[config.mk]
export PLATFORM = sky130hd
export DESIGN_NAME = glh_fifo
export DESIGN_NICKNAME = d
export VERILOG_FILES = /design/src/rtl/gray_luma_histogram_defines.svh /design/src/rtl/glh_fifo.sv
export SDC_FILE = /design/constraint.sdc
export NUM_CORES = 1
export LEC_CHECK = 0
export BUFFER_PORTS_ARGS = -buffer_cell sky130_fd_sc_hd__buf_2
export CAP_MARGIN = 10
export CORE_MARGIN = 4
export CORE_UTILIZATION = 59
export CTS_CLUSTER_SIZE = 8
export DETAILED_ROUTE_END_ITERATION = 8
export PLACE_DENSITY = 0.93
export SYNTH_ARGS = -nofsm -noshare
export SYNTH_HDL_FRONTEND = slang
export SYNTH_SLANG_ARGS = --single-unit
[constraint.sdc]
create_clock -name clk -period 3.2 [get_ports clk]
set_input_delay 0.16 -clock clk [delete_from_list [all_inputs] [get_ports clk]]
set_output_delay 0.16 -clock clk [all_outputs]
set_load 0.05 [all_outputs]
[src/rtl/gray_luma_histogram_defines.svh]
// assertion macros used by the histogram back end
`ifndef GRAY_LUMA_HISTOGRAM_DEFINES_SVH
`define GRAY_LUMA_HISTOGRAM_DEFINES_SVH

// same-cycle implication, checked at every rising edge out of reset
`define GLH_ASSERT_NOW(label, ante, cons) \
  label: assert property (@(posedge clk) disable iff (!rst_n) (ante) |-> (cons)) \
    else $error("glh check failed");

// next-cycle implication, checked at every rising edge out of reset
`define GLH_ASSERT_NEXT(label, ante, cons) \
  label: assert property (@(posedge clk) disable iff (!rst_n) (ante) |=> (cons)) \
    else $error("glh check failed");

`endif

[src/rtl/glh_fifo.sv]
// small register fifo with a level output
`timescale 1ns / 1ps
`default_nettype none
module glh_fifo #(
  parameter int WIDTH = 8,
  parameter int DEPTH = 4
) (
  input  wire logic                       clk,
  input  wire logic                       rst_n,
  input  wire logic                       push,
  input  wire logic [WIDTH-1:0]           din,
  output logic                            full,
  input  wire logic                       pop,
  output logic [WIDTH-1:0]                dout,
  output logic                            empty,
  output logic [$clog2(DEPTH+1)-1:0]      level
);
  localparam int PW = $clog2(DEPTH);
  localparam int CW = $clog2(DEPTH + 1);

  logic [WIDTH-1:0] store_r [DEPTH];
  logic [PW-1:0]    wr_ptr_r, wr_ptr_nxt;
  logic [PW-1:0]    rd_ptr_r, rd_ptr_nxt;
  logic [CW-1:0]    cnt_r, cnt_nxt;
  logic             do_push, do_pop;

  // handshake
  assign full    = (cnt_r == CW'(DEPTH));
  assign empty   = (cnt_r == '0);
  assign do_push = push && !full;
  assign do_pop  = pop && !empty;
  assign dout    = store_r[rd_ptr_r];
  assign level   = cnt_r;

  // pointer and level update
  always_comb begin
    wr_ptr_nxt = do_push ? wr_ptr_r + PW'(1) : wr_ptr_r;
    rd_ptr_nxt = do_pop  ? rd_ptr_r + PW'(1) : rd_ptr_r;
    cnt_nxt    = cnt_r;
    if (do_push && !do_pop) begin
      cnt_nxt = cnt_r + CW'(1);
    end else if (do_pop && !do_push) begin
      cnt_nxt = cnt_r - CW'(1);
    end
  end

  always_ff @(posedge clk) begin
    if (!rst_n) begin
      wr_ptr_r <= '0;
      rd_ptr_r <= '0;
      cnt_r    <= '0;
    end else begin
      wr_ptr_r <= wr_ptr_nxt;
      rd_ptr_r <= rd_ptr_nxt;
      cnt_r    <= cnt_nxt;
    end
  end

  // entry storage
  always_ff @(posedge clk) begin
    if (do_push) begin
      store_r[wr_ptr_r] <= din;
    end
  end
endmodule
`default_nettype wire

# After elaboration in Yosys (flattened, before gate mapping)

Memory sizes are Yosys's and may differ from the RTL's. A register that Yosys moved wholly into a read port is not among the register bits.
Cells that the tools add are included.

Memories kept: 1
Input bits: 12
Bits in read-only memories: 0
Flip-flop bits (word level): 7
Word-level logic and storage cells: 25
Latch bits: 0
Bits in writable memories: 32

Reduce and logical (&&, ||, !) cells: 10
Multiply operators: 0
Add/sub/neg operators: 4
Eq/ne operators: 1
Divide/modulo/power cells: 0
Bitwise operators: 0
Mux-type cells: 6
Order comparisons: 0
Shifts and indexed selects: 0

Memories:

| memory  | words | bits a word | read ports | clocked after memory_dff | write ports | RTL line       | text |
|---|---|---|---|---|---|---|---|
| store_r | 4     | 8           | 1          | 1                        | 1           | glh_fifo.sv:21 | `logic [WIDTH-1:0] store_r [DEPTH];` |

Operators with widths:

| kind                | count |
|---|---|
| $mux 3              | 2 |
| $add 2x1->2 const B | 2 |
| $logic_and 1x1->1   | 4 |
| $logic_not 1->1     | 4 |
| $mux 2              | 2 |
| $add 3x1->3 const B | 1 |
| $eq 3x3->1 const B  | 1 |
| $logic_not 3->1     | 1 |
| $sub 3x1->3 const B | 1 |
| $mux 1              | 2 |
| $reduce_bool 2->1   | 1 |

# Depth between registers and ports, before layout

Word-level depth: 7
Depth in mapped cells: 9

# Worst setup path after synthesis

No wires, ideal clock.

Path kind: flip-flop to flip-flop
Start: register cnt_r[2], in the netlist level[2]
End: register cnt_r[2], in the netlist level[2]
Period minus slack after synthesis: 2.771 ns
Required time: 3.130 ns
Data arrival time: 2.701 ns
Library setup time: 0.070 ns
Stages on the path, launching flop included: 10
Slack: 0.429 ns
Cells stage by stage: dfxtp_1 > nor3b_2 > nor2b_1 > buf_6 > ha_1 > inv_1 > fa_1 > xor2_1 > or3_1 > a21boi_1

Cells in the longest elaborated chain, start to end: 6
Elaborated cells on any way between the ends: 15
Those cells by class: 2 x add/sub; 1 x eq/ne; 2 x mux; 10 x reduce/logical

RTL lines:

| element                            | RTL line       | text |
|---|---|---|
| from (decl)                        | glh_fifo.sv:24 | `logic [CW-1:0] cnt_r, cnt_nxt;` |
| from (signal assigned)             | glh_fifo.sv:55 | `cnt_r <= cnt_nxt;` |
| $eq 3x3->1 *                       | glh_fifo.sv:28 | `assign full = (cnt_r == CW'(DEPTH));` |
| named net full                     | glh_fifo.sv:12 | `output logic full,` |
| $logic_not 1->1 *                  | glh_fifo.sv:30 | `assign do_push = push && !full;` |
| $logic_and 1x1->1 *                | glh_fifo.sv:30 |  |
| named net do_push                  | glh_fifo.sv:25 | `logic do_push, do_pop;` |
| $logic_not 1->1                    | glh_fifo.sv:42 | `end else if (do_pop && !do_push) begin` |
| $logic_and 1x1->1                  | glh_fifo.sv:42 |  |
| $reduce_bool 2->1 (no source line) | n/a            |  |

Mark *: on every way through the listed nets, which the timed path passes. The rest lies on a longest branch. The select of a mux whose other input is x is not followed.
A chain may end at the register's enable or synchronous reset.

# Final worst setup path

Start: register cnt_r[0], in the netlist level[0]
End: register cnt_r[2], in the netlist level[2]

Cells in the longest elaborated chain, start to end: 6
Elaborated cells on any way between the ends: 15
Those cells by class: 2 x add/sub; 1 x eq/ne; 2 x mux; 10 x reduce/logical

RTL lines:

| element |
|---|
| parallel branches: the longest is 6 deep, another holds $sub 3x1->3 |

Several ways; the timed one is not identified. The select of a mux whose other input is x is not followed.

==> key figures <==
Outcome
  – Outcome: finished clean

Routing
  – DR vias/cell: 5.514
  – Initial DRC Count: 44
  – Post-Route WL: 2.650 mm
  – WL per Instance: 17.91 µm
  – # DRC: 0
  – Via count: 816
  – DRT antenna net count: 0
  – First-pass iteration count of the detailed router: 4

Die
  – Core box area: 2567 µm²
  – Rows: 18
  – Die Width: 60.71 µm
  – Die Y: 60.71 µm
  – Die area: 3685 µm²
  – Initial Utilization: 0.6384
  – I/O pin count: 25

Hold path
  – Hold Path Class: input port to flop

STA
  – Final hold violation count: 0
  – Setup Viol. Count Final: 0
  – Worst setup margin: 697.6 ps
  – Final period util: 0.7820
  – Setup Skew: 9.386 ps
  – Worst slew margin: 0.6365
  – Max Fclk: 399.6 MHz
  – Post-route minimum period: 2502 ps
  – Final TNS setup: 0 ps
  – RSZ-0062 raised after global routing: no
  – Worst Tran Pin Value: 544.5 ps
  – Max Slew Vio Count: 0

Place
  – Placer Congestion: 0.7366
  – Inst Count DP: 140
  – HPWL Detailed: 1.915 mm
  – Pre-CTS setup slack: 815.9 ps
  – PortBufs: 24
  – Placed Area: 1773 µm²

Cells and area
  – Layout cells sized above 1: 0.3475
  – Register area: 1141 µm²
  – Nets: 135
  – Finished Cell Area: 1849 µm²
  – Non-filler cells, final: 148
  – Multi-input logic area: 462.9 µm²
  – Fill cells: 172
  – Diodes inserted: 0
  – Area Overhead vs Synth: 12.82%
  – Most frequent cells in the layout: edfxtp_1, buf_2, dfxtp_1, mux4_2, and2_1
  – Commonest non-fill, non-tap cell in the layout: edfxtp_1

Critical path
  – Crit path arrival time: 2770 ps
  – Worst EP required: 3460 ps
  – Worst setup SP type: flop
  – Worst setup EP type: flop
  – WS Path Type: flop to flop
  – R2r setup slk: 700 ps
  – Crit path max fanout: 7

Clocking
  – CTS max path bufs: 2
  – CTS root buf: clkbuf_4
  – Worst skew pair latency: 340 ps
  – Post-CTS Setup Bufs: 0
  – CTS tree: done
  – CTS Sinks: 41
  – Post-CTS resize count: 0
  – H-tree levels: 2
  – Hold Buf Count CTS: 0
  – Clock transition at path regs: 110 ps
  – Total CTS buffers: 5

Synth
  – Gate count of the mapped netlist: 90
  – EDFF count, synth: 32
  – Syn nets: 108
  – Post-synth ARST share: 0
  – Post-Syn Area: 1639 µm²
  – Post-synth top area share: 0.5863
  – Synth area leaders: edfxtp_1, dfxtp_1, mux4_2
  – Register area share after synthesis: 0.6962
  – Cell taking the most area after synthesis: edfxtp_1
  – Yosys warns: 0
  – Library cells used by synthesis: 23
  – Register bit total from synthesis: 41
  – Main synth FF type: edfxtp_1
  – Synth Area per Inst: 18.21 µm²

GRT
  – First-pass GRT wire length: 4.140 mm
  – Grt total ovfl: 0
  – Initial antenna violation count: 0
  – Largest net degree at the start of global routing: 14
  – Gr usage total: 0.1623
  – Vias in the first global route: 870

Run
  – MaxCap Viol Count: 0

Pwr
  – IR drop worst, VDD: 0.0007198 V
  – PD cells: 894.8 nW/µm²
  – P_leak: 0.6827 nW
-- path summary, 6_finish.rpt --
kind	startpoint	endpoint	cells after the start
worst max-delay path	level[0]$_SDFFE_PN0P_	level[2]$_SDFFE_PN0P_	8
worst min-delay path	din[6]	store_r[2][6]$_DFFE_PP_	1
worst max register to register	level[0]$_SDFFE_PN0P_	level[2]$_SDFFE_PN0P_	8
worst min register to register	wr_ptr_r[1]$_SDFFE_PN0P_	wr_ptr_r[1]$_SDFFE_PN0P_	2
-- power breakdown --
part	total, mW	switching (mW)	internal [mW]
Sequential	0.737	0.0828	0.654
Clock	0.320	0.156	0.164
Combinational	0.597	0.392	0.205
-- kinds of logic (layout without fill, tap and decap cells) --
kind of cell	count (synthesis)	in the layout	synth area share
flip-flops	41	41	0.6962
AND/OR/NAND/NOR	17	17	0.06183
multiplexers	11	11	0.1282
buffers and inverters	7	35	0.02137
adder cells (fa/ha/maj)	6	6	0.05038
AO/OA/AOI/OAI	4	4	0.02061
XOR/XNOR	4	4	0.02138
-- sequential cells by signal, indices dropped and copies added, names as in the netlist, named ones only --
register  cells
store_r      32
wr_ptr_r      2
level         3
rd_ptr_r      2
-- metal layers --
layer	track usage	part of all wire
met5	0	0
met4	0.05573	0.0094
met3	0.05106	0.049
met2	0.3023	0.57
met1	0.1715	0.37
-- per-stage QoR --
step / hold WS (ps) / power, mW / util
floorplan: 258.9 / 1.225 / -
global route: 8.312 / 1.737 / 0.7203
detailed placement: 382.9 / 1.351 / 0.6905
global placement: 369.4 / 1.326 / 0.6905
finish: 25.98 / 1.655 / 0.7203
CTS: 21.14 / 1.668 / 0.7203
-- cell type report --
class | instances | area share
inverter | 3 | 0.006089
clock buffer | 6 | 0.02233
tap | 30 | 0.02030
timing repair buffer | 24 | 0.06495
clock inverter | 2 | 0.01894
multi-input combinational | 42 | 0.2503
sequential | 41 | 0.6170
-- cell usage after synthesis (2+ instances only) --
cell / number
nand2_1: 4
inv_1: 3
nor2b_1: 2
xnor2_1: 3
ha_1: 5
mux2i_1: 3
edfxtp_1: 32
and2_1: 8
dfxtp_1: 9
mux4_2: 8
-- worst max-delay path, cell delays in order (launching register included) --
cell and delay [ps]:
dfxtp_1 530, nor3b_2 100, nor2b_1 410, ha_1 270
inv_1 60, fa_1 380, xor2_1 170, or3_1 320
a21boi_1 190
Power figures use the tool's default switching activity.
