<file path="config.mk">
export PLATFORM = sky130hd
export DESIGN_NAME = glh_front
export DESIGN_NICKNAME = d
export VERILOG_FILES = /design/src/rtl/gray_luma_histogram_defines.svh /design/src/rtl/glh_pkg.sv /design/src/rtl/glh_front.sv
export SDC_FILE = /design/constraint.sdc
export NUM_CORES = 1
export LEC_CHECK = 0
export BUFFER_PORTS_ARGS = -buffer_cell sky130_fd_sc_hd__buf_4
export CAP_MARGIN = 10
export CORE_MARGIN = 5
export CORE_UTILIZATION = 40
export CTS_BUF_LIST = sky130_fd_sc_hd__clkbuf_4 sky130_fd_sc_hd__clkbuf_8
export DETAILED_ROUTE_END_ITERATION = 8
export MAX_ROUTING_LAYER = met4
export PLACE_DENSITY = 0.65
export SETUP_SLACK_MARGIN = 0.2
export SLEW_MARGIN = 20
export SYNTH_ARGS = -nofsm -noshare
export SYNTH_HDL_FRONTEND = slang
export SYNTH_SLANG_ARGS = --single-unit
</file>
<file path="constraint.sdc">
create_clock -name clk -period 15.4 [get_ports clk]
set_clock_uncertainty 0.1 [all_clocks]
set_input_delay 1.54 -clock clk [delete_from_list [all_inputs] [get_ports clk]]
set_output_delay 1.54 -clock clk [all_outputs]
set_load 0.01 [all_outputs]
</file>
<file path="src/rtl/gray_luma_histogram_defines.svh">
// assertion macros used by the histogram back end
`ifndef GRAY_LUMA_HISTOGRAM_DEFINES_SVH
`define GRAY_LUMA_HISTOGRAM_DEFINES_SVH

// same-cycle implication, checked at every rising edge out of reset
`define GLH_ASSERT_NOW(label, ante, cons) \
  label: assert property (@(posedge clk) disable iff (!rst_n) (ante) |-> (cons)) \
    else $error("glh check failed");

// next-cycle implication, checked at every rising edge out of reset
`define GLH_ASSERT_NEXT(label, ante, cons) \
  label: assert property (@(posedge clk) disable iff (!rst_n) (ante) |=> (cons)) \
    else $error("glh check failed");

`endif

</file>
<file path="src/rtl/glh_pkg.sv">
// package: types, constants and codes of the luma histogram
`timescale 1ns / 1ps
`default_nettype none
package glh_pkg;

  // sizes
  localparam int COUNT_BITS_DEF = 24;
  localparam int NUM_BINS       = 256;
  localparam int BIN_W          = 8;
  localparam int PIX_W          = 8;
  localparam int OUT_COUNT_W    = 24;
  localparam int BAR_W          = 9;
  localparam int MID_DEPTH      = 4;
  localparam int OUT_DEPTH      = 4;

  // bt.601 weights in q0.8, summing to 256
  localparam logic [7:0] W_BLUE     = 8'd29;
  localparam logic [7:0] W_GREEN    = 8'd150;
  localparam logic [7:0] W_RED      = 8'd77;
  localparam int         LUMA_SHIFT = 8;
  localparam int         LUMA_SUM_W = 16;

  // bar height: count / 15 saturated at 280
  localparam int BAR_DIVISOR  = 15;
  localparam int BAR_LIMIT    = 280;
  localparam int BAR_SAT_MIN  = (BAR_LIMIT + 1) * BAR_DIVISOR;
  localparam int BAR_SMALL_W  = 13;
  localparam int BAR_RECIP_SH = 16;
  localparam int BAR_RECIP    = (1 << BAR_RECIP_SH) / BAR_DIVISOR + 1;
  localparam int BAR_PROD_W   = 2 * BAR_SMALL_W;
  localparam int BAR_CMP_W    = 32;

  localparam logic [OUT_COUNT_W-1:0] OUT_COUNT_MAX = '1;

  // item kinds
  typedef enum logic {
    ACT_ACCUM = 1'b0,
    ACT_READ  = 1'b1
  } glh_act_t;

  // input item
  typedef struct packed {
    glh_act_t           action;
    logic [PIX_W-1:0]   blue;
    logic [PIX_W-1:0]   green;
    logic [PIX_W-1:0]   red;
    logic [BIN_W-1:0]   bin_index;
    logic               clear_on_read;
  } glh_in_t;

  // result item
  typedef struct packed {
    logic [PIX_W-1:0]       gray;
    logic [OUT_COUNT_W-1:0] bin_count;
    logic [BAR_W-1:0]       bar_height;
  } glh_out_t;

  // classified item handed from front to back
  typedef struct packed {
    glh_act_t         act;
    logic [BIN_W-1:0] idx;
    logic             clr;
  } glh_op_t;

endpackage
`default_nettype wire

</file>
<file path="src/rtl/glh_front.sv">
// front: accepts items, forms luma and classifies them into bin operations
`timescale 1ns / 1ps
`default_nettype none
module glh_front
  import glh_pkg::*;
(
  input  wire logic    clk,
  input  wire logic    rst_n,
  input  wire logic    push,
  output logic         full,
  input  wire glh_in_t in_data,
  output logic         op_valid,
  input  wire logic    op_full,
  output glh_op_t      op
);
  logic                  fr_v_r, fr_v_nxt;
  glh_op_t               fr_op_r, fr_op_nxt;
  logic [LUMA_SUM_W-1:0] luma_sum;
  logic [PIX_W-1:0]      gray;
  logic                  take;

  // stage holds while the queue to the back is full
  assign full     = fr_v_r && op_full;
  assign take     = push && !full;
  assign op_valid = fr_v_r;
  assign op       = fr_op_r;

  // weighted sum, truncated to 8 bits
  always_comb begin
    luma_sum = LUMA_SUM_W'(LUMA_SUM_W'(W_BLUE)  * LUMA_SUM_W'(in_data.blue))
             + LUMA_SUM_W'(LUMA_SUM_W'(W_GREEN) * LUMA_SUM_W'(in_data.green))
             + LUMA_SUM_W'(LUMA_SUM_W'(W_RED)   * LUMA_SUM_W'(in_data.red));
    gray     = PIX_W'(luma_sum >> LUMA_SHIFT);
  end

  // classify the item
  always_comb begin
    fr_op_nxt     = fr_op_r;
    fr_op_nxt.act = in_data.action;
    unique case (in_data.action)
      ACT_ACCUM: begin
        fr_op_nxt.idx = gray;
        fr_op_nxt.clr = 1'b0;
      end
      ACT_READ: begin
        fr_op_nxt.idx = in_data.bin_index;
        fr_op_nxt.clr = in_data.clear_on_read;
      end
      default: begin
        fr_op_nxt.idx = in_data.bin_index;
        fr_op_nxt.clr = 1'b0;
      end
    endcase
    fr_v_nxt = take || (fr_v_r && op_full);
  end

  always_ff @(posedge clk) begin
    if (!rst_n) begin
      fr_v_r <= 1'b0;
    end else begin
      fr_v_r <= fr_v_nxt;
    end
  end

  always_ff @(posedge clk) begin
    if (take) begin
      fr_op_r <= fr_op_nxt;
    end
  end
endmodule
`default_nettype wire

</file>
=== Word level (Yosys, flattened, before mapping) ===
Index checks and enable logic that the tools add are counted.

* Register bits: 11
* Bits in latches: 0
* RAM bits: 0
* ROM bits: 0
* Bits of input ports: 38
* Output and inout bits: 12
* Word-level logic and storage cells: 15
* Memories: 0

* $add $sub $neg: 2
* $mul: 3
* Div/mod/pow operators: 0
* Magnitude comparators: 0
* Equal/unequal tests: 0
* Shift-type cells: 0
* Mux-type cells: 1
* Bitwise gates (word level): 1
* Reductions and logical operators: 4

{| class="wikitable"
|+ Operators with widths
! cell !! number
|-
| 7-bit by 8-bit multiplier with 15-bit output, first input constant || 2
|-
| 9-bit case mux with 2 select lines || 1
|-
| 13-bit by 16-bit adder with 16-bit output || 1
|-
| 16-bit by 15-bit adder with 16-bit output || 1
|-
| 5-bit by 8-bit multiplier with 13-bit output, first input constant || 1
|-
| 1-bit logical AND || 2
|-
| 1-bit zero test || 1
|-
| 1-bit logical OR || 1
|-
| 1-bit NOT || 1
|}

=== Logic depth before layout (Yosys ltp) ===
* Word-level depth: 4
* Gate-level depth with buffers: 25
* Depth with buffers taken out: 25

=== Least setup slack after synthesis ===
No wires, ideal clock.

* Kind: input to register
* Start point: input in_data[21] (netlist name)
* End point: register fr_op_r (netlist bit op[8]), data pin
* Setup time: 0.265 ns
* Data arrival time: 6.966 ns
* Required time: 15.035 ns
* Setup slack: 8.069 ns
* Cell stages on the path: 24
* Path buffers: 0
* Cells stage by stage: ha_1 -> ha_1 -> inv_1 -> fa_1 -> fa_1 -> inv_1 -> ha_1 -> o21ai_1 -> nand2b_1 -> a21boi_0 -> nand2_1 -> xnor2_1 -> fa_1 -> inv_1 -> fa_1 -> fa_1 -> inv_1 -> ha_1 -> a21o_1 -> a31o_1 -> o311ai_2 -> o211ai_1 -> xor3_1 -> o21ai_1

{| class="wikitable"
|+ RTL lines
! element !! RTL line !! text
|-
| start: declaration || glh_front.sv:11 || <nowiki>input wire glh_in_t in_data,</nowiki>
|-
| end signal: assignment || glh_front.sv:67 || <nowiki>fr_op_r <= fr_op_nxt;</nowiki>
|-
| end: declaration || glh_front.sv:17 || <nowiki>glh_op_t fr_op_r, fr_op_nxt;</nowiki>
|}

==> reports/results.ini <==
[worst_setup_path]
critical_path_arrival_ps = 7580
crit_path_max_incr_delay_ps = 510
critPathLaunchType = input port
worst_path_max_delay_cell = fa_1
cpMostUsedCell = fa_1
path_max_fanout = 8
regToRegSetupSlack_ps = 13730
worstSetupPathType = in2reg
worstRegToRegCells = 2
worstSetupEndpointType = flip-flop
required_ps = 15340

[yosys]
syn_area_per_cell_sq_um = 9.993
yosysWarnings = 0
synthArstFlopShare_pct = 0
ys_ff_latch = 11
syn_nets = 568
yosysUniqueCellTypes = 55
synth_cells = 384
seq_area_frac_synth_pct = 8.347
synth_edf_count = 10
synthFlopType = edfxtp_1
syn_area_sq_um = 3837

[clock_tree]
post-cts-setup-buffers = 0
cts_buffers = 3
cts_tree = done
hold_buffers = 0
post_cts_resized = 0
cts_max_path_buffers = 2
clock_sinks = 11
htreeDepth = 1
cts.clk_slew.worst_paths_ps = 50
cts-root-buf = clkbuf_8
insertion_delay_ps = 230

[place]
placed_area_sq_um = 4352
hpwl_mm = 7.002
dp.cells = 560
gp_congestion = 0.9041
io_buffers = 49

[timing]
rsz0062_at_grt = false
tightest_slew_ps = 919.0
fmax_mhz = 130.9
slew_headroom_pct = 38.61
fin_tns_setup_ps = 0
fin_crit_ps = 7639
setup_viol = 0
finalHoldViolCount = 0
fin_crit_sh_pct = 49.60
drv_slew = 0
holdWs_ps = 541.7

[final_layout]
drive_above_1_share_pct = 15.17
register_area_sq_um = 320.3
layout_common_cells = inv_1 (102), ha_1 (90), fa_1 (56)
antenna_cells = 0
fin_area_sq_um = 4400
layout.cells.non_filler = 564
layout_commonest_cell = inv_1
fill_cells = 913
fin_nets = 620
syn2layout_area_growth_pct = 14.67
multi_input_area_sq_um = 3119

[drt]
drc = 0
drtIter0Drc = 105
wl_per_cell_microns = 13.42
via_count = 2733
ant_nets = 0
dr.pass1.iters = 4
wl_mm = 7.569
routed_via_density = 4.846

[global_routing]
antenna_found_initial = 0
grt_max_degree = 26
overflow = 0
grt_pass1_wl_mm = 12.70
grt_pass1_vias = 2864
grt.total_usage_pct = 13.68

[min_path]
hold_depth = 2
hold_class = reg2reg

[die]
row_count = 35
die_w_microns = 107.9
pin_count = 50
design.die.area_sq_um = 11650
die_y_microns = 107.9
start_util_pct = 41.33
core_area_sq_um = 9284

[outcome]
status = completed

[flow_run]
drv_cap = 0

sequential cells by signal, summed over array words and instances (netlist names):
signal,count
op_valid,1
op,10
worst max-delay path, delay by kind of cell:
| family | cells | cell delay [ps] |
|---|---|---|
| AOI/OAI and AO/OA | 7 | 1440 |
| xor gates and xnor gates | 1 | 160 |
| adders and majority gates | 9 | 3680 |
| buffers and inverters | 5 | 310 |
| muxes | 1 | 210 |
| and+or+nand+nor | 2 | 230 |
Yosys cell counts, drive strengths merged, types with 2 or more instances:
library cell	number	share of area (%)
a211oi	2	0.52
a21boi	5	0.98
a21o	8	1.6
a21oi	15	2.3
a31o	2	0.46
and2	4	0.68
and3	3	0.62
and4	4	0.98
edfxtp	10	7.8
fa	56	29
ha	90	29
inv	102	10
nand2	12	1.2
nand2b	3	0.49
nand3	4	0.52
nor2	2	0.20
nor2b	2	0.33
nor3	6	0.78
nor3b	3	0.59
o21a	2	0.39
o21ai	12	1.6
o21bai	4	0.78
o311ai	2	0.65
o31ai	4	0.78
xnor2	8	1.8
area by class of cell:
class / instances / share of cell area (%)
Multi-Input combinational cell: 269 / 70.88
Tap cell: 129 / 3.668
Inverter: 102 / 8.701
Clock buffer: 4 / 1.109
Timing Repair Buffer: 49 / 8.359
Sequential cell: 11 / 7.279
logic make-up (layout without fill, tap and decap cells):
logic type / count (synthesis) / after routing / synth area share (%)
flip-flops: 11 / 11 / 8.347
adder cells (fa/ha/maj): 146 / 146 / 58.56
AND/OR/NAND/NOR: 50 / 50 / 7.696
multiplexers: 1 / 1 / 0.2609
AO/OA/AOI/OAI: 62 / 62 / 12.10
buffers and inverters: 104 / 155 / 10.37
XOR/XNOR: 10 / 10 / 2.674
stage by stage:
stage / setup WS (ps) / utilization [%]
3_5_place_dp: 7525 / 46.87
5_1_grt: 7370 / 47.40
2_1_floorplan: 8069 / -
4_1_cts: 7765 / 47.40
3_3_place_gp: 7651 / 46.87
6_report: 7761 / 47.40
metal layers:
metal  part of all wire, %  track usage, %
met5                     0               -
met4                     0          0.8115
met3                   2.0           1.075
met2                    52           24.33
met1                    46           17.94
worst paths after layout:
check | from | to
worst min-delay path | op_valid$_SDFF_PN0_ | op_valid$_SDFF_PN0_
worst max-delay path | in_data[21] | op[7]$_DFFE_PP_
worst max register to register | op_valid$_SDFF_PN0_ | op[8]$_DFFE_PP_
worst min register to register | op_valid$_SDFF_PN0_ | op_valid$_SDFF_PN0_
Power is not shown: default switching activity piles up to over one toggle a cycle in this logic, so the estimate is an artifact.
